--- src/hdl/rpg_pkg.sv ---
// rpg_pkg: payload types and fixed constants for the permutation generator.
// No dependencies; used by every module of the block except rpg_fifo.
`timescale 1ns / 1ps

package rpg_pkg;

    // one input beat
    typedef struct packed {
        logic [31:0] random_word;
        logic        restart;
    } t_in;

    // one result beat
    typedef struct packed {
        logic [9:0] card;
        logic       last;
    } t_out;

    localparam int CARD_COUNT_W   = 11;
    localparam int CARD_COUNT_RST = 1024;

    // table entries carry an epoch tag; tag zero never matches the live epoch
    localparam int EPOCH_W = 8;
    localparam logic [EPOCH_W-1:0] EPOCH_FIRST = EPOCH_W'(1);
    localparam logic [EPOCH_W-1:0] EPOCH_LAST  = {EPOCH_W{1'b1}};

    localparam int CMD_QUEUE_DEPTH = 4;
    localparam int OUT_QUEUE_DEPTH = 2;

endpackage

--- src/hdl/rpg_front.sv ---
// rpg_front: accepts input beats, tracks the position and works out the swap
// partner j. Depends on rpg_pkg; feeds the command queue.
`timescale 1ns / 1ps

module rpg_front #(
    parameter int MAX_CARDS = 1024,
    parameter int RAND_BITS = 32,
    parameter int IDX_W     = $clog2(MAX_CARDS),
    parameter int CMD_W     = 2 * IDX_W + 2
) (
    input  logic                                i_clk,
    input  logic                                i_rst_n,
    input  logic                                i_push,
    input  rpg_pkg::t_in                        i_item,
    input  logic [rpg_pkg::CARD_COUNT_W-1:0]    i_card_count,
    input  logic                                i_hold,
    input  logic                                i_cmd_full,
    output logic                                o_full,
    output logic                                o_cmd_push,
    output logic [CMD_W-1:0]                    o_cmd
);

    localparam int CNT_W = $clog2(MAX_CARDS + 1);
    localparam int CW    = (CNT_W > rpg_pkg::CARD_COUNT_W) ? CNT_W : rpg_pkg::CARD_COUNT_W;
    localparam int PW    = RAND_BITS + CNT_W;

    typedef struct packed {
        logic [IDX_W-1:0] i;
        logic [IDX_W-1:0] j;
        logic             clr;
        logic             last;
    } t_cmd;

    logic [IDX_W-1:0]     r_pos, n_pos;
    logic                 r_pend_clr, n_pend_clr;
    logic                 r_a_valid;
    logic [IDX_W-1:0]     r_a_i;
    logic [CNT_W-1:0]     r_a_m;
    logic [RAND_BITS-1:0] r_a_r;
    logic                 r_a_clr;
    logic                 r_a_last;

    logic [CW-1:0]    cc;
    logic [CW-1:0]    n_eff;
    logic [CNT_W-1:0] n_cards;
    logic             clr;
    logic [IDX_W-1:0] cur_i;
    logic             cur_last;
    logic [CNT_W-1:0] cur_m;
    logic             accept;
    logic             adv;
    logic [PW-1:0]    prod;
    logic [CNT_W-1:0] offset;
    t_cmd             cmd;

    assign o_full = i_hold || (r_a_valid && i_cmd_full);
    assign accept = i_push && !o_full;
    assign adv    = !r_a_valid || !i_cmd_full;

    // length clamped into 1..MAX_CARDS
    always_comb begin
        cc = CW'(i_card_count);
        if (cc == '0) begin
            n_eff = CW'(1);
        end else if (cc > CW'(MAX_CARDS)) begin
            n_eff = CW'(MAX_CARDS);
        end else begin
            n_eff = cc;
        end
        n_cards = CNT_W'(n_eff);
    end

    // a stale position (length shrunk) restarts like the restart flag
    assign clr      = i_item.restart || (CNT_W'(r_pos) >= n_cards) || r_pend_clr;
    assign cur_i    = clr ? '0 : r_pos;
    assign cur_last = (CNT_W'(cur_i) == n_cards - CNT_W'(1));
    assign cur_m    = n_cards - CNT_W'(cur_i);

    always_comb begin
        n_pos      = r_pos;
        n_pend_clr = r_pend_clr;
        if (accept) begin
            n_pos      = cur_last ? '0 : cur_i + IDX_W'(1);
            n_pend_clr = cur_last;
        end
    end

    always_ff @(posedge i_clk) begin
        if (!i_rst_n) begin
            r_pos      <= '0;
            r_pend_clr <= 1'b0;
            r_a_valid  <= 1'b0;
        end else begin
            r_pos      <= n_pos;
            r_pend_clr <= n_pend_clr;
            if (adv) begin
                r_a_valid <= accept;
            end
        end
    end

    always_ff @(posedge i_clk) begin
        if (accept) begin
            r_a_i    <= cur_i;
            r_a_m    <= cur_m;
            r_a_r    <= i_item.random_word[RAND_BITS-1:0];
            r_a_clr  <= clr;
            r_a_last <= cur_last;
        end
    end

    // floor(r * (n - i) / 2^RAND_BITS) is always below n - i
    assign prod   = PW'(r_a_r) * PW'(r_a_m);
    assign offset = prod[PW-1:RAND_BITS];

    always_comb begin
        cmd.i    = r_a_i;
        cmd.j    = r_a_i + offset[IDX_W-1:0];
        cmd.clr  = r_a_clr;
        cmd.last = r_a_last;
    end

    assign o_cmd_push = r_a_valid && !i_cmd_full;
    assign o_cmd      = cmd;

endmodule

--- config.mk ---
export PLATFORM = sky130hd
export DESIGN_NAME = rpg_front
export DESIGN_NICKNAME = d
export VERILOG_FILES = /design/src/hdl/rpg_pkg.sv /design/src/hdl/rpg_front.sv
export SDC_FILE = /design/constraint.sdc
export NUM_CORES = 1
export LEC_CHECK = 0
export BUFFER_PORTS_ARGS = -buffer_cell sky130_fd_sc_hd__buf_2
export CAP_MARGIN = 25
export CORE_UTILIZATION = 58
export DETAILED_ROUTE_END_ITERATION = 16
export GPL_TIMING_DRIVEN = 0
export HOLD_SLACK_MARGIN = 0.06
export PLACE_DENSITY = 0.79
export SYNTH_ARGS = -nofsm -noshare
export SYNTH_HDL_FRONTEND = slang
export SYNTH_SLANG_ARGS = --single-unit
export TNS_END_PERCENT = 5
--- constraint.sdc ---
create_clock -name i_clk -period 7 [get_ports i_clk]
set_input_delay 1.05 -clock i_clk [delete_from_list [all_inputs] [get_ports i_clk]]
set_output_delay 1.05 -clock i_clk [all_outputs]
set_load 0.03 [all_outputs]
==> flow_summary.ini <==
[clock_network]
clock-root-buffer = sky130_fd_sc_hd__clkbuf_16
cts_buffer_depth = 2
tritoncts.num_buffers = 9
cts_tree = yes
clock_insertion_delay_at_the_later_pin_of_the_skew_report_ns = 0.35
cts.sinks = 67
cts_max_level = 3
cts-hold-fix-buffers = 0
clock_pin_slew_reported_for_the_worst_setup_and_hold_paths_after_clock_tree_synthesis_ns = 0.07

[sta]
fin_skew_ns = 0.0135
final-max-slew-violation-count = 0
final-hold-violation-count = 0
fin_crit_sh_pct = 125
max_slew.worst_pin.slew_ns = 0.798
fmax_mhz = 114
postLayoutSetupSlackWorst_ns = -1.76
setup_viol = 10
rsz_0062_raised_after_global_routing = yes
finalCriticalPeriod_ns = 8.76
slew-limit-headroom_pct = 46.8

[placed_design]
detailedPlacementHpwl_um = 28800
numPortBuffers = 70
place.gp.congestion = 0.975
placement.setup.worst_slack_ns = -2.09

[pwr]
irDropWorstVdd_v = 0.00275
totalPowerFinal_w = 0.00705
power_density_mw_per_mm2 = 461
standby_leakage_power_nw = 7.27

[synthesis]
synth_edf_count = 55
synth_compound_gate_area_share_pct = 7.34
ys_async_sr_fraction_pct = 0
muxShareOfSynthArea_pct = 0.180
syn_area_mm2 = 0.0139
yosys.area_share.simple_pct = 19.2
netlist_instances = 1507
yosys_warnings = 0
synth_top_family_by_area = adder cells
number_of_flip_flops_and_latches_in_the_synthesized_netlist = 67
xor_xnor_cell_area_share_of_the_yosys_netlist_pct = 1.83
count_of_cell_types_in_the_netlist = 73
synth.avg_cell_area_um2 = 9.23
syn-num-nets = 1931
ys.flop_type = sky130_fd_sc_hd__edfxtp_1
synth.yosys.seq_area_share_pct = 13.6
synthAdderAreaFrac_pct = 48.2

[cells_and_area]
layout_commonest_cell = sky130_fd_sc_hd__fa_1
leading_cell_types_in_the_layout_fill_and_taps_excluded = sky130_fd_sc_hd__fa_1 (267), sky130_fd_sc_hd__inv_1 (265), sky130_fd_sc_hd__nand2_1 (262)
design.final.nets = 2024
final_core_utilization_pct = 65.2
fraction_of_final_layout_cells_with_drive_strength_greater_than_1_pct = 12.4
final.fill_count = 1850
area.growth.synth_to_final_pct = 9.92

[worst_setup_path]
cp_data_required_time_ns = 5.95
criticalPathCategory = reg2out
critPathMaxStageDelay_ns = 0.58
worst_r2r_startpoint = r_pos[8]$_SDFFE_PN0P_
cpMostUsedCell = sky130_fd_sc_hd__fa_1
crit_path_start = r_a_r[12]$_DFFE_PP_
critPathCaptureType = output pin
critical_path_arrival_ns = 7.71
critical_path.max_fanout = 10
setup.worst_path.start_class = register
timing.critical_path.slowest_stage_cell = sky130_fd_sc_hd__fa_1

[route]
avgRoutedWirePerCell_um = 18.7
vias_per_cell = 5.69
route.vias.total = 11000
finalWirelength_um = 36000
drc_errors = 0
drt-initial-drc-count = 716
antenna_left = 0
drt-pass1-iter-count = 5

[grt]
initial_antenna_violation_count = 2
global_route.overflow_total = 0
global_route_wire_length_before_repair_um = 58900
via_count_of_the_first_global_routing_pass = 11700
aggregate_global_route_resource_usage_pct = 31.6
largest_net_degree_at_the_start_of_global_routing = 52

[flow_run]
max_cap_violations = 0

[floorplanning]
placeableCoreArea_mm2 = 0.0235
floorplan.rows = 56
initial_core_util_pct = 59.3
design.die.area_mm2 = 0.0246
top_level_ports = 73
die_h_um = 157
die_w_um = 157

[worst_hold_path]
min-delay-path-class = reg2reg
hold_path.startpoint = r_a_valid$_SDFFE_PN0N_

[outcome]
run_status = complete, but fails checks
violations = setup timing
[report_power, final]
| part | switching (W) | internal [W] | leakage [nW] |
|---|---|---|---|
| logic | 0.00370 | 0.00243 | 6.52 |
| registers | 0.0000146 | 0.000451 | 0.613 |
| clock network | 0.000216 | 0.000243 | 0.132 |
| total | 0.00393 | 0.00312 | 7.27 |
[through the flow]
step                cells  area [um^2]  hold WS, ns  TNS (ns)
finish               1926        15300        0.470    -10.29
global route         1924        15300        0.503    -12.63
CTS                  1923        15300        0.472     -9.40
detailed placement   1897        14800        0.463    -10.77
global placement     1896        14700        0.453    -10.39
floorplan            1507        14000        0.441     -1.54
[logic make-up (layout without fill, tap and decap cells)]
group,count (synthesis),in the layout
and+or+nand+nor,541,541
adders and majority gates,375,375
buffers and inverters,350,448
AOI/OAI and AO/OA,143,143
DFF,67,67
xor gates and xnor gates,29,29
muxes,2,2
other,0,2
[area by class of cell]
cell class / instances / area, um^2 / area share (%)
antenna: 2 / 5.00 / 0.0327
buffer: 81 / 435 / 2.85
sequential: 67 / 1890 / 12.4
clock buffer: 9 / 225 / 1.47
inverter: 268 / 1010 / 6.58
multi-input combinational: 1090 / 10800 / 70.5
timing repair buffer: 83 / 497 / 3.25
tap: 319 / 399 / 2.61
clock inverter: 7 / 51.3 / 0.335
[cell usage after synthesis, drive strengths merged (2+ instances only)]
cell | instances | area share, %
xor2 | 7 | 0.44
a21boi | 8 | 0.43
nor4b | 5 | 0.31
fa | 269 | 39
and4 | 2 | 0.13
dfxtp | 12 | 1.7
edfxtp | 55 | 12
a211o | 2 | 0.13
nor4 | 10 | 0.67
and2 | 132 | 5.9
nand3 | 12 | 0.43
nor3 | 18 | 0.68
buf | 8 | 0.42
clkbuf | 74 | 2.0
or3 | 3 | 0.17
o31a | 2 | 0.13
a31oi | 5 | 0.22
nand2 | 264 | 7.1
o2111ai | 3 | 0.19
a311o | 3 | 0.22
inv | 267 | 7.2
nor2 | 42 | 1.1
o21ai | 28 | 1.0
o211ai | 6 | 0.47
o21a | 6 | 0.32
o41ai | 3 | 0.24
nand4 | 11 | 0.49
a2111oi | 4 | 0.39
or2 | 3 | 0.13
xnor2 | 22 | 1.4
nor2b | 8 | 0.36
a22oi | 4 | 0.36
ha | 106 | 9.5
a21o | 11 | 0.59
and3 | 6 | 0.27
nand2b | 14 | 0.63
o21bai | 6 | 0.32
a21oi | 35 | 1.3
a211oi | 4 | 0.22
nand4b | 3 | 0.19
o311a | 2 | 0.14
or3b | 3 | 0.19
[critical path, delay by kind of cell (launching register included)]
kind / cells / cell delay (ns)
AO/OA/AOI/OAI: 8 / 1.51
XOR/XNOR: 2 / 0.31
adder cells (fa/ha/maj): 7 / 3.13
buffers and inverters: 5 / 0.70
flip-flops: 1 / 0.37
AND/OR/NAND/NOR: 6 / 1.30
[metal layers]
metal,track usage (%),share of wire [%],up-vias
li1,-,-,4896
met1,39.2,39,5462
met2,54.2,48,488
met3,6.47,8.7,106
met4,12.2,4.2,0
met5,0,0,-
[state kept, by name (all words and copies together) (netlist names)]
register and flops:
r_a_r 32, r_pend_clr 1, r_a_last 1, r_a_i 10, r_pos 10, r_a_m 11
r_a_clr 1, r_a_valid 1
[worst paths after layout]
| path | cells past startpoint | slack, ns | end |
|---|---|---|---|
| max | 28 | -1.76 | o_cmd[11] |
| min | 2 | 0.47 | r_a_valid$_SDFFE_PN0N_ |
| max reg2reg | 18 | 2.35 | r_a_m[10]$_DFFE_PP_ |
| min reg2reg | 2 | 0.47 | r_a_valid$_SDFFE_PN0N_ |
[what timing repair did]
action / 4_1_cts / 5_1_grt
endpoints found under the setup margin: 10 / 10
pin swaps: 19 / 1
resized for setup: 62 / 16
setup buffers: 10 / 2
(Power assumes the default switching activity.)
