### src/hdl/rpg_fifo.sv
// rpg_fifo: small register-based queue used between front and back, and on
// the result side. No package dependencies.
`timescale 1ns / 1ps

module rpg_fifo #(
    parameter int W     = 8,
    parameter int DEPTH = 4
) (
    input  logic         i_clk,
    input  logic         i_rst_n,
    input  logic         i_push,
    input  logic [W-1:0] i_data,
    input  logic         i_pop,
    output logic [W-1:0] o_data,
    output logic         o_full,
    output logic         o_empty
);

    localparam int AW = (DEPTH > 1) ? $clog2(DEPTH) : 1;

    logic [W-1:0]  r_mem [DEPTH];
    logic [AW-1:0] r_wr, n_wr;
    logic [AW-1:0] r_rd, n_rd;
    logic [AW:0]   r_cnt, n_cnt;
    logic          do_push, do_pop;

    assign o_full  = (r_cnt == (AW+1)'(DEPTH));
    assign o_empty = (r_cnt == '0);
    assign o_data  = r_mem[r_rd];
    assign do_push = i_push && !o_full;
    assign do_pop  = i_pop && !o_empty;

    always_comb begin
        n_wr  = r_wr;
        n_rd  = r_rd;
        n_cnt = r_cnt;
        if (do_push) begin
            n_wr = (r_wr == AW'(DEPTH - 1)) ? '0 : r_wr + AW'(1);
        end
        if (do_pop) begin
            n_rd = (r_rd == AW'(DEPTH - 1)) ? '0 : r_rd + AW'(1);
        end
        case ({do_push, do_pop})
            2'b10:   n_cnt = r_cnt + (AW+1)'(1);
            2'b01:   n_cnt = r_cnt - (AW+1)'(1);
            default: n_cnt = r_cnt;
        endcase
    end

    always_ff @(posedge i_clk) begin
        if (!i_rst_n) begin
            r_wr  <= '0;
            r_rd  <= '0;
            r_cnt <= '0;
        end else begin
            r_wr  <= n_wr;
            r_rd  <= n_rd;
            r_cnt <= n_cnt;
        end
    end

    always_ff @(posedge i_clk) begin
        if (do_push) begin
            r_mem[r_wr] <= i_data;
        end
    end

endmodule

### config.mk
export PLATFORM = sky130hd
export DESIGN_NAME = rpg_fifo
export DESIGN_NICKNAME = d
export VERILOG_FILES = /design/src/hdl/rpg_fifo.sv
export SDC_FILE = /design/constraint.sdc
export NUM_CORES = 1
export LEC_CHECK = 0
export BUFFER_PORTS_ARGS = -buffer_cell sky130_fd_sc_hd__buf_2
export CAP_MARGIN = 25
export CORE_MARGIN = 2
export CORE_UTILIZATION = 50
export CTS_CLUSTER_SIZE = 25
export DETAILED_ROUTE_END_ITERATION = 10
export PLACE_DENSITY_LB_ADDON = 0.25
export SYNTH_ARGS = -nofsm -noshare
export SYNTH_HDL_FRONTEND = slang
export SYNTH_SLANG_ARGS = --single-unit
### constraint.sdc
create_clock -name i_clk -period 2 [get_ports i_clk]
set_input_delay 0.1 -clock i_clk [delete_from_list [all_inputs] [get_ports i_clk]]
set_output_delay 0.1 -clock i_clk [all_outputs]
set_load 0.005 [all_outputs]
==> results of run 1 <==
## cells by family after synthesis
group | after synthesis
fa+ha+maj | 7
compound gates | 6
xor+xnor | 2
buf+inv | 11
flops | 41
mux | 10
simple gates | 21
## cells in the final DEF, fill, tap and decap left out, types with 2 or more instances in the layout
cell	synthesis	final
buf_2	2	21
inv_1	7	6
and2_1	6	6
o21ai_0	4	4
clkbuf_4	0	5
ha_1	6	5
nand2_1	7	7
dfxtp_4	0	3
nor2_1	2	2
dlygate4sd3_1	0	8
dfxtp_1	9	6
mux4_2	8	8
edfxtp_1	32	32
mux2i_1	2	2
buf_4	0	5
nand3_1	2	2
## power groups by stage
stage	clock network, mW	logic [mW]	registers, mW
6_report	0.504	0.595	1.12
5_1_grt	0.551	0.674	1.14
4_1_cts	0.515	0.587	1.12
3_5_place_dp	0	0.571	1.14
3_3_place_gp	0	0.557	1.13
2_1_floorplan	0	0.393	1.11
## worst max-delay path: cells and delay by family (launching register included)
kind | cells | cell delay [ns]
AND/OR/NAND/NOR | 3 | 0.62
adder cells (fa/ha/maj) | 2 | 0.52
flip-flops | 1 | 0.38
XOR/XNOR | 1 | 0.17
AO/OA/AOI/OAI | 1 | 0.12
buffers and inverters | 2 | 0.10
## registers in the layout (all words and copies together), names as in the netlist, named ones only
signal  flops
r_wr        2
r_mem      32
r_rd        2
r_cnt       3
## routing by layer
metal	GRT usage [%]	wire length, um	vias up
met5	0	0	-
met4	3.65	24	0
met3	6.93	83	2
met2	25.4	1250	17
met1	20.1	1150	428
li1	-	-	436
## repair_timing
item,in CTS,in global routing
resized for setup,0,6
endpoints found under the hold margin,32,0
hold buffers,8,0
buffers inserted,0,2
setup endpoints to repair,0,1
## area by class of cell
type                       count  area, sq um
sequential                    41         1150
fill                         244         1100
multi-input combinational     46          473
timing repair buffer          34          223
tap                           44         55.1
clock buffer                   6         41.3
clock inverter                 2         33.8
inverter                       7         26.3
## stage by stage
stage	util, %	total power [mW]	std cells	cell area, sq um	hold WS, ns
after floorplan	-	1.50	98	1660	0.199
after global placement	58.8	1.68	162	1820	0.312
after detailed placement	58.8	1.71	162	1820	0.325
after CTS	63.7	2.22	178	1980	0.0944
after global routing	64.6	2.36	180	2000	0.0875
final	64.6	2.22	180	2000	0.0973
## worst paths after layout
kind,startpoint,endpoint,cells past startpoint
max,r_cnt[1],r_cnt[2],9
min,i_rst_n,r_wr[0],3
max reg2reg,r_cnt[1],r_cnt[2],9
min reg2reg,r_wr[1],r_wr[1],2
==> results.py, run 1 <==
metrics = {
    "status": {
        "outcome": "complete, no violations",
    },
    "synth": {
        "synth_edf_count": 32,
        "ys.warnings.count": 0,
        "ys_seq_elements": 41,
        "synth.most_common_cell": "edfxtp_1",
        "ys_async_sr_fraction_pct": 0,
        "synth_adder_area_share_pct": 5.78,
        "synthTopCellsByCount": "edfxtp_1 (32), dfxtp_1 (9), mux4_2 (8)",
        "yosysTopAreaCell": "edfxtp_1",
        "syn_area_per_cell_sq_um": 16.8,
        "synth_simple_gate_area_share_pct": 6.77,
        "synth_top_family_by_area": "multiplexers",
        "synth_top_area_share_pct": 58.4,
        "ys.flop_type": "edfxtp_1",
        "seq_area_frac_synth_pct": 69.4,
        "synthMuxAreaShare_pct": 12.2,
        "synth_compound_area_share_pct": 2.13,
        "synth_nets": 117,
        "syn_inst": 98,
        "synth_xor_area_share_pct": 1.07,
        "synth_area_leaders": "edfxtp_1 (58%), dfxtp_1 (11%), mux4_2 (11%)",
        "syn-cell-area_sq_um": 1640,
        "yosysUniqueCellTypes": 22,
    },
    "timing": {
        "slew_headroom_pct": 71.6,
        "hold_viol_final": 0,
        "period_minus_slack_ns": 1.98,
        "setup-violations-final": 0,
        "max_freq_ghz": 0.505,
        "fin_crit_sh_pct": 98.9,
        "setup_tns_ns": 0,
        "maxSlewViolCount": 0,
        "rsz0062_at_grt": "yes",
        "finalClockSkew_ns": 0.00140,
        "tightest_slew_ns": 0.426,
        "setup_ws_ns": 0.0217,
    },
    "cts": {
        "clock-sinks": 41,
        "path_clk_slew_ns": 0.11,
        "cts_tree": "built",
        "htreeDepth": 2,
        "clock_path_buffers": 2,
        "clk_latency_ns": 0.33,
        "root_buffer": "clkbuf_4",
        "cts_inserted_buffers": 5,
    },
    "cells_and_area": {
        "nets": 154,
        "diodes": 0,
        "area_growth_pct": 21.9,
        "drive_gt1_share_pct": 35.3,
    },
    "routing": {
        "viasPerCell": 4.91,
        "drcViolationCount": 0,
        "firstDrtPassIters": 4,
        "detail_route.wl_per_cell_um": 13.9,
        "drt_wl_total_um": 2510,
        "drtIter0Drc": 18,
        "ant_nets": 0,
        "vias": 883,
    },
    "die": {
        "die_area_sq_um": 3760,
        "start_util_pct": 53.0,
        "fp.dieH_um": 61.3,
        "die_w_um": 61.3,
        "rows": 20,
        "io_pins": 22,
        "core_sq_um": 3100,
    },
    "worst_setup_path": {
        "crit_path_max_fanout": 5,
        "critPathRequiredTime_ns": 2.27,
        "cp-start-kind": "flop",
        "slowest_delay_ns": 0.38,
        "cp-end-kind": "flop",
        "cp_cell_sequence": "nor3b_4 > nor2b_2 > inv_1 > ha_2 > inv_2 > fa_2 > xor2_1 > or3_1 > a21boi_1",
        "cpMaxStageDelayCell": "dfxtp_4",
        "arrival_ns": 2.24,
        "crit_type": "reg -> reg",
        "rrSetupSlack_ns": 0.02,
    },
    "place": {
        "portBuffers": 21,
        "dp_hpwl_um": 1770,
        "place_congestion": 0.705,
        "pre_cts_ws_ns": 0.0327,
    },
    "power": {
        "netSwitchingPower_mw": 0.578,
        "clkPwrFrac_pct": 22.7,
        "p_seq_share_pct": 50.6,
        "power.share.combinational_pct": 26.8,
        "p_leak_nw": 0.738,
        "intPower_mw": 1.64,
        "p_sw_share_pct": 26.0,
        "p_per_area_nw_per_um2": 1110,
        "vdd_drop_max_uv": 529,
    },
    "job": {
        "cap_violations": 0,
    },
    "worst_hold_path": {
        "hp-class": "in -> reg",
    },
    "global_route": {
        "grt_pass1_wl_um": 4080,
        "grt_max_degree": 13,
        "antenna_found_initial": 0,
        "grt-ovfl-total": 0,
        "grt.total_usage_pct": 15.8,
        "first_global_vias": 872,
    },
}
Note: power is estimated with default switching activity, not from simulation.
==> inputs of run 2 (changes only) <==
CORE_ASPECT_RATIO = 1.5   (was unset)
==> run 2 against run 1 <==
  * Sequential power is essentially flat
  * Clock skew is 0.0032 ns higher
  * Routed wire length shrank 3.5%
  * Non-clock buffer count decreased by 10
  * Critical path depth unchanged
  * Global-route usage down 0.16 points
  * Maximum frequency grew 0.17%
  * Combinational power fell by 5.2%
  * Clock power increased by 32%
  * First-iteration DRC count decreased by 33%
  * Critical path type unchanged
  * Critical endpoint unchanged
  * Largest power group unchanged
==> results.py, run 2 (synthesized netlist as in run 1, its figures left out) <==
metrics = {
    "worst_setup_path": {
        "crit_type": "reg -> reg",
        "cp-start-kind": "flop",
        "critPathLaunch": "r_cnt[1]",
        "arrival_ns": 2.19,
        "cp-end-kind": "flop",
        "critPathRequiredTime_ns": 2.21,
        "r2r_start": "r_cnt[1]",
        "crit_path_max_fanout": 5,
    },
    "global_route": {
        "grt_max_degree": 13,
        "first_global_vias": 876,
        "grt_pass1_wl_um": 4080,
        "grt-ovfl-total": 0,
        "grt.total_usage_pct": 15.7,
        "antenna_found_initial": 0,
    },
    "status": {
        "outcome": "complete, no violations",
    },
    "cts": {
        "clk_latency_ns": 0.29,
        "ctsHoldBuffers": 0,
        "clock_path_buffers": 2,
        "clock-sinks": 41,
        "cts_tree": "built",
        "root_buffer": "clkbuf_8",
        "cts_inserted_buffers": 5,
        "post_cts_buffers": 0,
        "htreeDepth": 2,
        "path_clk_slew_ns": 0.07,
    },
    "place": {
        "pre_cts_ws_ns": 0.00149,
        "dp_hpwl_um": 1780,
        "place_congestion": 0.687,
        "portBuffers": 21,
        "placed_area_sq_um": 1820,
    },
    "worst_hold_path": {
        "min_from": "i_data[4]",
        "hp-class": "in -> reg",
    },
    "routing": {
        "firstDrtPassIters": 4,
        "ant_nets": 0,
        "vias": 839,
        "drcViolationCount": 0,
        "drtIter0Drc": 12,
        "detail_route.wl_per_cell_um": 14.6,
        "drt_wl_total_um": 2420,
        "viasPerCell": 5.05,
    },
    "timing": {
        "setup_ws_ns": 0.0251,
        "rsz0062_at_grt": "yes",
        "finalClockSkew_ns": 0.00457,
        "fin_crit_sh_pct": 98.7,
        "setup-violations-final": 0,
        "hold_viol_final": 0,
        "holdWs_ns": 0.0233,
        "period_minus_slack_ns": 1.97,
        "tightest_slew_ns": 0.422,
        "maxSlewViolCount": 0,
        "setup_tns_ns": 0,
        "slew_headroom_pct": 71.9,
        "max_freq_ghz": 0.506,
    },
    "die": {
        "rows": 25,
        "die_w_um": 50.8,
        "fp.dieH_um": 74.2,
        "core_sq_um": 3160,
        "die_area_sq_um": 3770,
        "start_util_pct": 52.0,
        "io_pins": 22,
    },
    "cells_and_area": {
        "nets": 144,
        "fillers": 255,
        "design_area_sq_um": 1950,
        "largest-register": "r_mem",
        "largest_reg_flops": 32,
        "final_common_cell": "edfxtp_1",
        "diodes": 0,
        "mostFrequentLayoutCells": "edfxtp_1 (32), buf_2 (21), mux4_2 (8)",
        "largest_registers": "r_mem: 32 flops, r_cnt: 3 flops",
        "area_growth_pct": 18.4,
        "drive_gt1_share_pct": 37.3,
    },
    "power": {
        "vdd_drop_max_uv": 926,
        "p_leak_nw": 0.713,
        "p_per_area_nw_per_um2": 1210,
    },
    "job": {
        "cap_violations": 0,
    },
}
## run 2: cell types whose count changed in the layout (fill, tap and decap cells not counted)
| cell | delta |
|---|---|
| inv_2 | -1 |
| buf_4 | -2 |
| a21boi_2 | +1 |
| dfxtp_4 | -1 |
| clkinv_1 | -1 |
| clkbuf_8 | +6 |
| clkbuf_4 | -5 |
| inv_1 | +1 |
| dlygate4sd3_1 | -8 |
| a21boi_1 | -1 |
| dfxtp_2 | +1 |
## run 2: worst max-delay path, stage by stage (launching register included)
cell and delay (ns):
dfxtp_2 0.36, nor3b_4 0.22, nor2b_2 0.07, inv_1 0.06, ha_2 0.18, inv_1 0.06
fa_2 0.33, xor2_1 0.16, or3_1 0.33, a21boi_2 0.14
## run 2: layer usage
layer  GRT usage, %  part of all wire, %  vias up
met5              0                    0        -
met2           27.9                   53       20
li1               -                    -      413
met1           16.3                   39      400
met4           8.11                  2.6        0
met3           5.22                  5.0        6
## run 2: final cells by class
class	instances	area [sq um]	area share, %
inverter	7	26.3	1.35
sequential	41	1150	59.1
tap	40	50.0	2.57
multi-input combinational	46	477	24.5
clock inverter	1	30.0	1.54
clock buffer	7	86.3	4.43
timing repair buffer	24	128	6.56
## run 2: per-stage QoR
step | cells | total power, mW | util [%]
6_report | 166 | 2.35 | 61.6
5_1_grt | 166 | 2.48 | 61.6
4_1_cts | 166 | 2.37 | 61.3
3_5_place_dp | 158 | 1.71 | 57.5
3_3_place_gp | 158 | 1.68 | 57.5
2_1_floorplan | 98 | 1.50 | -
## run 2: where the power goes
group | internal, mW | total [mW] | switching, mW
Combinational | 0.310 | 0.564 | 0.253
Sequential | 1.05 | 1.13 | 0.0742
Clock | 0.406 | 0.664 | 0.258
## run 2: final timing paths
check | cells after the start | end | slack, ns
worst min-delay path | 1 | r_mem[1][4] | 0.02
worst max-delay path | 9 | r_cnt[2] | 0.03
worst min register to register | 2 | r_wr[1] | 0.51
worst max register to register | 9 | r_cnt[2] | 0.03
## run 2: timing repair
item / 4_1_cts / 5_1_grt
setup endpoints to repair: 1 / 1
hold endpoints to repair: 0 / 0
pin swaps: 1 / 1
resized for setup: 1 / 4
==> inputs of run 3 (changes only) <==
MAX_ROUTING_LAYER = met4   (was unset)
TNS_END_PERCENT = 10   (was unset)
==> run 3 against run 2 <==
  * Design area unchanged
  * Sequential cell count did not move
  * Hold slack worse by 0.00060 ns
  * Die area is the same
  * Global-route usage increased by 0.46 points
  * Sequential share of layout area is the same
  * Routed wire length decreased by 0.45%
  * Critical path depth did not move
  * Register-to-register slack about the same
  * Maximum frequency is essentially flat
  * Power is essentially flat
  * Clock power about the same
  * Largest power group unchanged
==> results.py, run 3 (synthesized netlist as in run 1, its figures left out) <==
metrics = {
    "global_route": {
        "grt_pass1_wl_um": 4060,
        "grt_max_degree": 13,
        "grt-ovfl-total": 0,
        "grt.total_usage_pct": 16.1,
        "first_global_vias": 873,
        "antenna_found_initial": 0,
    },
    "routing": {
        "ant_nets": 0,
        "viasPerCell": 5.05,
        "drcViolationCount": 0,
        "drt_wl_total_um": 2410,
        "firstDrtPassIters": 4,
        "detail_route.wl_per_cell_um": 14.5,
        "drtIter0Drc": 15,
        "vias": 839,
    },
    "cells_and_area": {
        "area_growth_pct": 18.4,
        "fin_util_pct": 61.6,
        "largest_reg_flops": 32,
        "design_area_sq_um": 1950,
        "final_common_cell": "edfxtp_1",
        "nets": 144,
        "regArea_sq_um": 1150,
        "diodes": 0,
        "mostFrequentLayoutCells": "edfxtp_1 (32), buf_2 (21), mux4_2 (8)",
        "largest-register": "r_mem",
        "largest_registers": "r_mem: 32 flops, r_cnt: 3 flops",
        "fillers": 255,
        "drive_gt1_share_pct": 37.3,
        "multi_input_area_sq_um": 477,
    },
    "power": {
        "power.share.combinational_pct": 24.0,
        "intPower_mw": 1.77,
        "p_seq_share_pct": 47.8,
        "vdd_drop_max_uv": 923,
        "p_sw_share_pct": 24.9,
        "p_leak_nw": 0.713,
        "p_per_area_nw_per_um2": 1210,
        "clkPwrFrac_pct": 28.2,
        "netSwitchingPower_mw": 0.585,
    },
    "cts": {
        "cts_inserted_buffers": 5,
        "post_cts_buffers": 0,
        "root_buffer": "clkbuf_8",
        "clock-sinks": 41,
        "path_clk_slew_ns": 0.07,
        "clk_latency_ns": 0.29,
        "ctsHoldBuffers": 0,
        "htreeDepth": 2,
        "clock_path_buffers": 2,
        "cts_tree": "built",
    },
    "timing": {
        "tightest_slew_ns": 0.421,
        "finalClockSkew_ns": 0.00495,
        "hold_viol_final": 0,
        "slew_headroom_pct": 72.0,
        "rsz0062_at_grt": "yes",
        "max_freq_ghz": 0.506,
        "setup-violations-final": 0,
        "maxSlewViolCount": 0,
        "fin_crit_sh_pct": 98.7,
        "setup_ws_ns": 0.0254,
        "period_minus_slack_ns": 1.97,
    },
    "worst_setup_path": {
        "crit_type": "reg -> reg",
        "crit_path_max_fanout": 5,
        "critPathRequiredTime_ns": 2.21,
        "cp-start-kind": "flop",
        "r2r_start": "r_cnt[1]",
        "arrival_ns": 2.19,
        "rrSetupSlack_ns": 0.03,
        "cp-end-kind": "flop",
        "rr_endpoint": "r_cnt[2]",
        "worstRegToRegCells": 9,
    },
    "die": {
        "die_w_um": 50.8,
        "core_sq_um": 3160,
        "fp.dieH_um": 74.2,
        "die_area_sq_um": 3770,
        "io_pins": 22,
        "rows": 25,
        "start_util_pct": 52.0,
    },
    "job": {
        "cap_violations": 0,
    },
    "place": {
        "placed_area_sq_um": 1820,
        "portBuffers": 21,
        "dp_hpwl_um": 1780,
        "pre_cts_ws_ns": 0.00149,
        "place_congestion": 0.694,
    },
    "status": {
        "outcome": "complete, no violations",
    },
    "worst_hold_path": {
        "min_from": "i_data[5]",
        "min_to": "r_mem[0][5]",
        "hold_depth": 1,
        "hp-class": "in -> reg",
    },
}
run 3: cell counts in the layout (fill, tap and decap cells not counted):
Identical to the previous run, type by type.
run 3: critical path: stages, from the launching register on:
cell	delay, ns
dfxtp_2	0.36
nor3b_4	0.22
nor2b_2	0.07
inv_1	0.06
ha_2	0.18
inv_1	0.06
fa_2	0.33
xor2_1	0.16
or3_1	0.33
a21boi_2	0.14
run 3: cell type report:
| class | instances | share of cell area [%] |
|---|---|---|
| clock buffer | 7 | 4.43 |
| clock inverter | 1 | 1.54 |
| inverter | 7 | 1.35 |
| multi-input combinational | 46 | 24.5 |
| sequential | 41 | 59.1 |
| tap | 40 | 2.57 |
| timing repair buffer | 24 | 6.56 |
run 3: what timing repair did:
action                                  in CTS  in global routing
resized for setup                            1                  4
endpoints found under the setup margin       1                  1
hold endpoints to repair                     0                  0
pin swaps                                    1                  1
run 3: per-layer routing:
layer  GRT usage [%]  wire length, um  up-vias
met4            8.11               63        0
li1                -                -      414
met3            4.82              109        6
met2            27.9             1290       20
met5               -                0        -
met1            16.4              948      399
run 3: worst max path at each step:
stage                        start        to  slack (ns)  cells past startpoint
final                     r_cnt[1]  r_cnt[2]        0.03                      9
after global routing      r_cnt[1]  r_cnt[2]       -0.07                      9
after CTS                 r_cnt[0]  r_cnt[2]        0.01                      9
after detailed placement  r_cnt[1]  r_cnt[2]       0.001                      9
after global placement    r_cnt[0]  r_cnt[2]        0.15                      9
after floorplan           r_cnt[0]  r_cnt[2]        0.02                     10
run 3: power by group through the flow:
stage | Combinational [mW] | Clock (mW) | Sequential, mW
floorplan | 0.393 | 0 | 1.11
global placement | 0.553 | 0 | 1.13
detailed placement | 0.567 | 0 | 1.14
CTS | 0.569 | 0.681 | 1.12
global route | 0.631 | 0.714 | 1.14
finish | 0.564 | 0.664 | 1.13
run 3: through the flow:
step                power, mW  cells  TNS [ns]  hold slack [ns]
floorplan                1.50     98         0            0.199
global placement         1.68    158         0            0.310
detailed placement       1.71    158         0            0.316
CTS                      2.37    166         0           0.0149
global route             2.48    166   -0.0689           0.0198
finish                   2.35    166         0           0.0227
